==> config.mk <==
export PLATFORM = sky130hd
export DESIGN_NAME = dsf_isqrt
export DESIGN_NICKNAME = d
export VERILOG_FILES = /design/src/hdl/dsf_pkg.sv /design/src/hdl/dsf_isqrt.sv
export SDC_FILE = /design/constraint.sdc
export NUM_CORES = 2
export LEC_CHECK = 0
export BUFFER_PORTS_ARGS = -buffer_cell sky130_fd_sc_hd__buf_2
export CORE_ASPECT_RATIO = 1.75
export CORE_MARGIN = 2
export CORE_UTILIZATION = 30
export CTS_CLUSTER_SIZE = 14
export DETAILED_ROUTE_END_ITERATION = 8
export GPL_ROUTABILITY_DRIVEN = 1
export REMOVE_ABC_BUFFERS = 1
export SLEW_MARGIN = 20
export SYNTH_ARGS = -nofsm -noshare
export SYNTH_HDL_FRONTEND = slang
export SYNTH_MEMORY_MAX_BITS = 65536
export SYNTH_SLANG_ARGS = --single-unit
==> constraint.sdc <==
create_clock -name clk -period 4.4 [get_ports clk]
set_input_delay 0.22 -clock clk [delete_from_list [all_inputs] [get_ports clk]]
set_output_delay 0.22 -clock clk [all_outputs]
set_load 0.1 [all_outputs]
==> src/hdl/dsf_pkg.sv <==
package dsf_pkg;

  // Fixed field widths of the item formats
  localparam int DATA_W  = 32;
  localparam int GROUP_W = 16;
  localparam int REST_W  = 31;
  localparam int STIFF_W = 31;
  localparam int DAMP_W  = 17;
  localparam int ROOT_W  = 32;

  // Default arithmetic settings
  localparam int FRAC_BITS_DEF  = 16;
  localparam int GROUP_BITS_DEF = 16;

  // Configuration port
  localparam int PADDR_W = 3;
  localparam logic [PADDR_W-3:0] REG_GROUP_MASK = '0;
  localparam logic [GROUP_W-1:0] GROUP_MASK_RST = '1;

  localparam logic [DATA_W-1:0] S32_MAX = 32'h7FFF_FFFF;
  localparam logic [DATA_W-1:0] S32_MIN = 32'h8000_0000;

  typedef enum logic [1:0] {
    ST_APPLIED    = 2'd0,
    ST_SKIPPED    = 2'd1,
    ST_DEGENERATE = 2'd2,
    ST_SATURATED  = 2'd3
  } status_t;

  typedef struct packed {
    logic signed [DATA_W-1:0] rel_pos_x;
    logic signed [DATA_W-1:0] rel_pos_y;
    logic signed [DATA_W-1:0] rel_pos_z;
    logic signed [DATA_W-1:0] rel_vel_x;
    logic signed [DATA_W-1:0] rel_vel_y;
    logic signed [DATA_W-1:0] rel_vel_z;
    logic [REST_W-1:0]        rest_length;
    logic [STIFF_W-1:0]       stiffness;
    logic [DAMP_W-1:0]        damping;
    logic [GROUP_W-1:0]       first_group;
    logic [GROUP_W-1:0]       second_group;
  } spring_item_t;

  typedef struct packed {
    status_t                  status;
    logic signed [DATA_W-1:0] force_x;
    logic signed [DATA_W-1:0] force_y;
    logic signed [DATA_W-1:0] force_z;
  } result_item_t;

  // Shift right, rounding toward zero
  function automatic logic signed [63:0] shr_tz(input logic signed [63:0] x, input int sh);
    logic [63:0] m;
    m = x[63] ? 64'(-x) : 64'(x);
    m = m >> sh;
    return x[63] ? -$signed(m) : $signed(m);
  endfunction

  // Clamp to the signed 32-bit range; top bit flags a clamp
  function automatic logic [DATA_W:0] sat32(input logic signed [63:0] x);
    if (x > 64'sd2147483647) begin
      return {1'b1, S32_MAX};
    end else if (x < -64'sd2147483648) begin
      return {1'b1, S32_MIN};
    end
    return {1'b0, x[DATA_W-1:0]};
  endfunction

endpackage

==> src/hdl/dsf_isqrt.sv <==
// Pipelined integer square root: one result bit per stage
module dsf_isqrt #(
  parameter int SIDE_W = 1
) (
  input  logic                       clk,
  input  logic                       rst,
  input  logic                       en,
  input  logic                       in_valid,
  input  logic [63:0]                in_sq,
  input  logic [SIDE_W-1:0]          in_side,
  output logic                       out_valid,
  output logic [dsf_pkg::ROOT_W-1:0] out_root,
  output logic [SIDE_W-1:0]          out_side
);

  localparam int STEPS = dsf_pkg::ROOT_W;

  logic [63:0]       num  [1:STEPS];
  logic [63:0]       root [1:STEPS];
  logic              vld  [1:STEPS];
  logic [SIDE_W-1:0] side [1:STEPS];

  for (genvar j = 0; j < STEPS; j++) begin : g_step
    localparam logic [63:0] BIT = 64'd1 << (62 - 2 * j);
    logic [63:0]       prev_num;
    logic [63:0]       prev_root;
    logic              prev_vld;
    logic [SIDE_W-1:0] prev_side;
    logic [63:0]       trial;
    logic              take;

    if (j == 0) begin : g_first
      assign prev_num  = in_sq;
      assign prev_root = '0;
      assign prev_vld  = in_valid;
      assign prev_side = in_side;
    end else begin : g_next
      assign prev_num  = num[j];
      assign prev_root = root[j];
      assign prev_vld  = vld[j];
      assign prev_side = side[j];
    end

    // Try the next root bit against the remainder
    assign trial = prev_root + BIT;
    assign take  = prev_num >= trial;

    always_ff @(posedge clk) begin
      if (rst) begin
        vld[j+1] <= 1'b0;
      end else if (en) begin
        vld[j+1] <= prev_vld;
      end
    end

    always_ff @(posedge clk) begin
      if (en) begin
        num[j+1]  <= take ? prev_num - trial : prev_num;
        root[j+1] <= take ? (prev_root >> 1) + BIT : prev_root >> 1;
        side[j+1] <= prev_side;
      end
    end
  end

  assign out_valid = vld[STEPS];
  assign out_root  = root[STEPS][dsf_pkg::ROOT_W-1:0];
  assign out_side  = side[STEPS];

endmodule

==> key figures <==
Run status
  – Result of the run: finished, final reports clean

Placement
  – Buffers on Ports: 102
  – Detailed placer's ending HPWL: 218000 um
  – GP Congestion: 0.927
  – Placed cell areas: about 130000 um2

Yosys
  – Flops & latches, synth: 2576
  – Synth area leaders: sky130_fd_sc_hd__edfxtp_1, sky130_fd_sc_hd__ha_1, sky130_fd_sc_hd__xnor2_1, sky130_fd_sc_hd__xor2_1, sky130_fd_sc_hd__a21oi_1
  – Yosys top cell area share: 63.2%
  – Syn_area_per_cell: about 13 um2
  – Share of flip-flops with an asynchronous set or reset: 0%
  – Cell with the most instances after synthesis: sky130_fd_sc_hd__edfxtp_1
  – Synth Instances: 9644
  – Area leader, netlist: sky130_fd_sc_hd__edfxtp_1
  – Cell area after technology mapping: roughly 120000 um2
  – Yosys warning total: 0
  – Most used DFF post-synth: sky130_fd_sc_hd__edfxtp_1
  – Number of synthesized flops with an enable pin: 2576
  – Cell types with the highest counts after synthesis: sky130_fd_sc_hd__edfxtp_1, sky130_fd_sc_hd__inv_1, sky130_fd_sc_hd__nor2_1
  – Count of cell types in the netlist: slightly below 90
  – Sequential-to-total area share from yosys stat: 63.2%

Clocking
  – H-tree depth reported by CTS: 5
  – Clk buf depth: 4
  – TritonCTS buffer count: 281
  – TritonCTS clock tree: done
  – Clock tree sinks: 2576
  – CTS clk-pin slew, worst paths: 0.06 ns
  – Latest clock arrival within the worst-skew pair: 0.87 ns
  – CTS Root Cell: sky130_fd_sc_hd__clkbuf_16
  – Buffer count from post-CTS setup fixing: 0

Routing
  – Routed vias/inst: just under 5
  – Via count: between 70000 and 80000
  – Antenna Violating Nets Remaining: 0
  – Router iterations before antenna repair: 5
  – Final routed wire length divided by cell count: 18.0 um
  – Total wire length after detailed routing: ~280000 um
  – Initial DRC Count: around 3600
  – Count of unresolved DRC violations after routing: 0

Global route
  – Number of global-route vias before repair: 81283
  – Remaining global-route overflow: 0
  – Largest net degree at the start of global routing: 146
  – Antenna violations before repair: 4
  – Wire length of the first global-routing pass: 429000 um
  – All-layer global routing usage: approximately an eighth

Floorplan
  – Width of the die: 487 um
  – Number of placement rows: 310
  – Die outline area: slightly above 400000 um2
  – Starting Density: 30.1%
  – Core area: 406000 um2
  – Y dimension of the die: 849 um
  – I/O pin total: 103

Timing
  – FMAX: 233 MHz
  – Accumulated negative setup slack: 0 ns
  – Number of max-slew violations in the final report: 0
  – Slew margin rel.: between 10% and 20%
  – Final worst clock skew: 0.0823 ns
  – Final min period: 4.29 ns
  – Final Hold Fails: 0
  – Setup violators final: 0
  – RSZ-0062 raised after global routing: no
  – Share of the clock period used by the worst path after layout: 97.5%
  – Tightest hold margin: 0.0730 ns
  – Transition at the pin with the smallest max-transition slack: ~1.2 ns

Power
  – Sequential cell fraction of total power: 46.5%
  – Total internal power: 50.7 mW
  – Total Power Consumption: 71.4 mW
  – Net switching fraction of the power: 29.0%
  – Reported net switching power: 20.8 mW
  – Fraction of power consumed by the clock network: 31.4%
  – Combinational group share of total power: 22.1%
  – Leakage: 52.7 nW
  – IR Drop Worst-Case VDD: 0.469 mV
  – Pwr Density: 506 nW/um2

Worst hold path
  – Worst min-delay path category: input port to flip-flop

Final layout
  – Sequential cell area: 77400 um2
  – Layout fillers: slightly below 40000
  – Area taken by multi-input logic gates: 41800 um2
  – Share of final-layout standard cells stronger than drive strength 1: 9.76%
  – Layout overhead on the synthesized area: 15.4%
  – Finished Cell Area: 141000 um2
  – Number of nets in the layout: 10882

Setup path
  – Max Fanout on Critical Path: 8
  – Required time worst endpoint: 4.97 ns
  – Data arrival at the endpoint of the critical path: 4.86 ns
  – Startpoint Class: flip-flop
  – Type of the worst setup path: flip-flop to flip-flop
  – Crit end category: flip-flop

Flow run
  – Number of maximum-capacitance constraint violations: 0
layout by cell type, fill, tap and decap left out, drive strengths merged, types with 35 or more instances in the layout:
master	synthesis	layout
edfxtp	2576	2576
inv	696	709
nor2	653	653
a21oi	636	636
nand2	560	560
ha	558	558
xnor2	480	480
buf	24	447
xor2	396	396
o21ai	389	389
nor4	339	339
clkbuf	174	338
nor3	258	258
a21o	242	242
nand3	190	190
nand4	166	166
nand2b	115	115
o21a	103	103
clkinv	0	103
mux2	98	98
or3	95	95
nor2b	81	81
dlygate4sd3	0	79
and2	66	66
or4	65	65
o21bai	54	54
a31oi	54	54
nor4b	50	50
and3	46	46
or2	39	39
o31ai	36	36
nand3b	35	35
layout make-up:
class	count	share of cell area, %
Sequential cell	2576	54.8
Tap cell	5304	4.70
Timing Repair Buffer	526	2.94
Multi-Input combinational cell	6174	29.6
Clock buffer	338	5.22
Inverter	696	1.85
Antenna cell	12	0.0213
Clock inverter	140	0.863
what timing repair did:
action | in CTS | in global routing
hold buffers | 79 | 0
resized for setup | 1 | 5
endpoints found under the setup margin | 1 | 16
endpoints found under the hold margin | 80 | 0
cells by family (layout without fill, tap and decap cells):
kind of cell / after synthesis / in the layout / synth area share [%]
AOI/OAI and AO/OA: 1782 / 1782 / 9.01
and+or+nand+nor: 2854 / 2854 / 12.1
buffers and inverters: 894 / 1700 / 2.76
DFF: 2576 / 2576 / 63.2
xor gates and xnor gates: 876 / 876 / 6.27
muxes: 104 / 104 / 0.951
other: 0 / 12 / 0
adders and majority gates: 558 / 558 / 5.71
path summary, 6_finish.rpt:
check | from | endpoint | slack, ns | cells past startpoint
max | num[0][1573] | num[0][1647] | 0.11 | 12
min | in_sq[34] | num[0][98] | 0.07 | 2
max reg2reg | num[0][1573] | num[0][1647] | 0.11 | 12
min reg2reg | num[0][495] | num[0][559] | 0.40 | 0
registers in the layout, indices dropped and copies added (netlist names):
| signal | flops |
|---|---|
| root | 528 |
| num | 1984 |
| side | 32 |
| vld | 32 |
stage by stage:
step	setup slack, ns	util [%]	cells
4_1_cts	0.0206	34.7	15754
3_5_place_dp	-0.00135	32.4	15197
6_report	0.112	34.7	15766
3_3_place_gp	-0.275	32.4	15196
2_1_floorplan	-1.14	-	9446
5_1_grt	0.00644	34.7	15765
power groups by stage:
stage / registers (mW) / clock network [mW] / logic [mW]
3_5_place_dp: 33.7 / 0 / 15.7
6_report: 33.2 / 22.4 / 15.8
2_1_floorplan: 33.1 / 0 / 10.8
5_1_grt: 33.6 / 23.9 / 17.4
3_3_place_gp: 33.6 / 0 / 15.5
4_1_cts: 33.2 / 23.0 / 15.8
worst max-delay path: stages, from the launching register on:
cell,delay [ns]
sky130_fd_sc_hd__edfxtp_1,0.41
sky130_fd_sc_hd__ha_1,0.46
sky130_fd_sc_hd__nand3_1,0.36
sky130_fd_sc_hd__nor4_1,1.01
sky130_fd_sc_hd__nand4_1,0.31
sky130_fd_sc_hd__buf_4,0.26
sky130_fd_sc_hd__nand4b_1,0.09
sky130_fd_sc_hd__buf_4,0.15
sky130_fd_sc_hd__nor3_2,0.06
sky130_fd_sc_hd__buf_4,0.14
sky130_fd_sc_hd__or4_2,0.53
sky130_fd_sc_hd__nor2_1,0.14
sky130_fd_sc_hd__xor2_1,0.09
layer usage:
metal  GRT usage, %  part of all wire (%)  wire length, um  up-vias
met5              0                     0                0        -
met4           11.1                   9.2            26000        0
met3           1.55                   2.5             7120      843
met2           29.7                    62           174000     1348
met1           8.99                    27            75700    36391
li1               -                     -                -    37318
(Power assumes the default switching activity.)
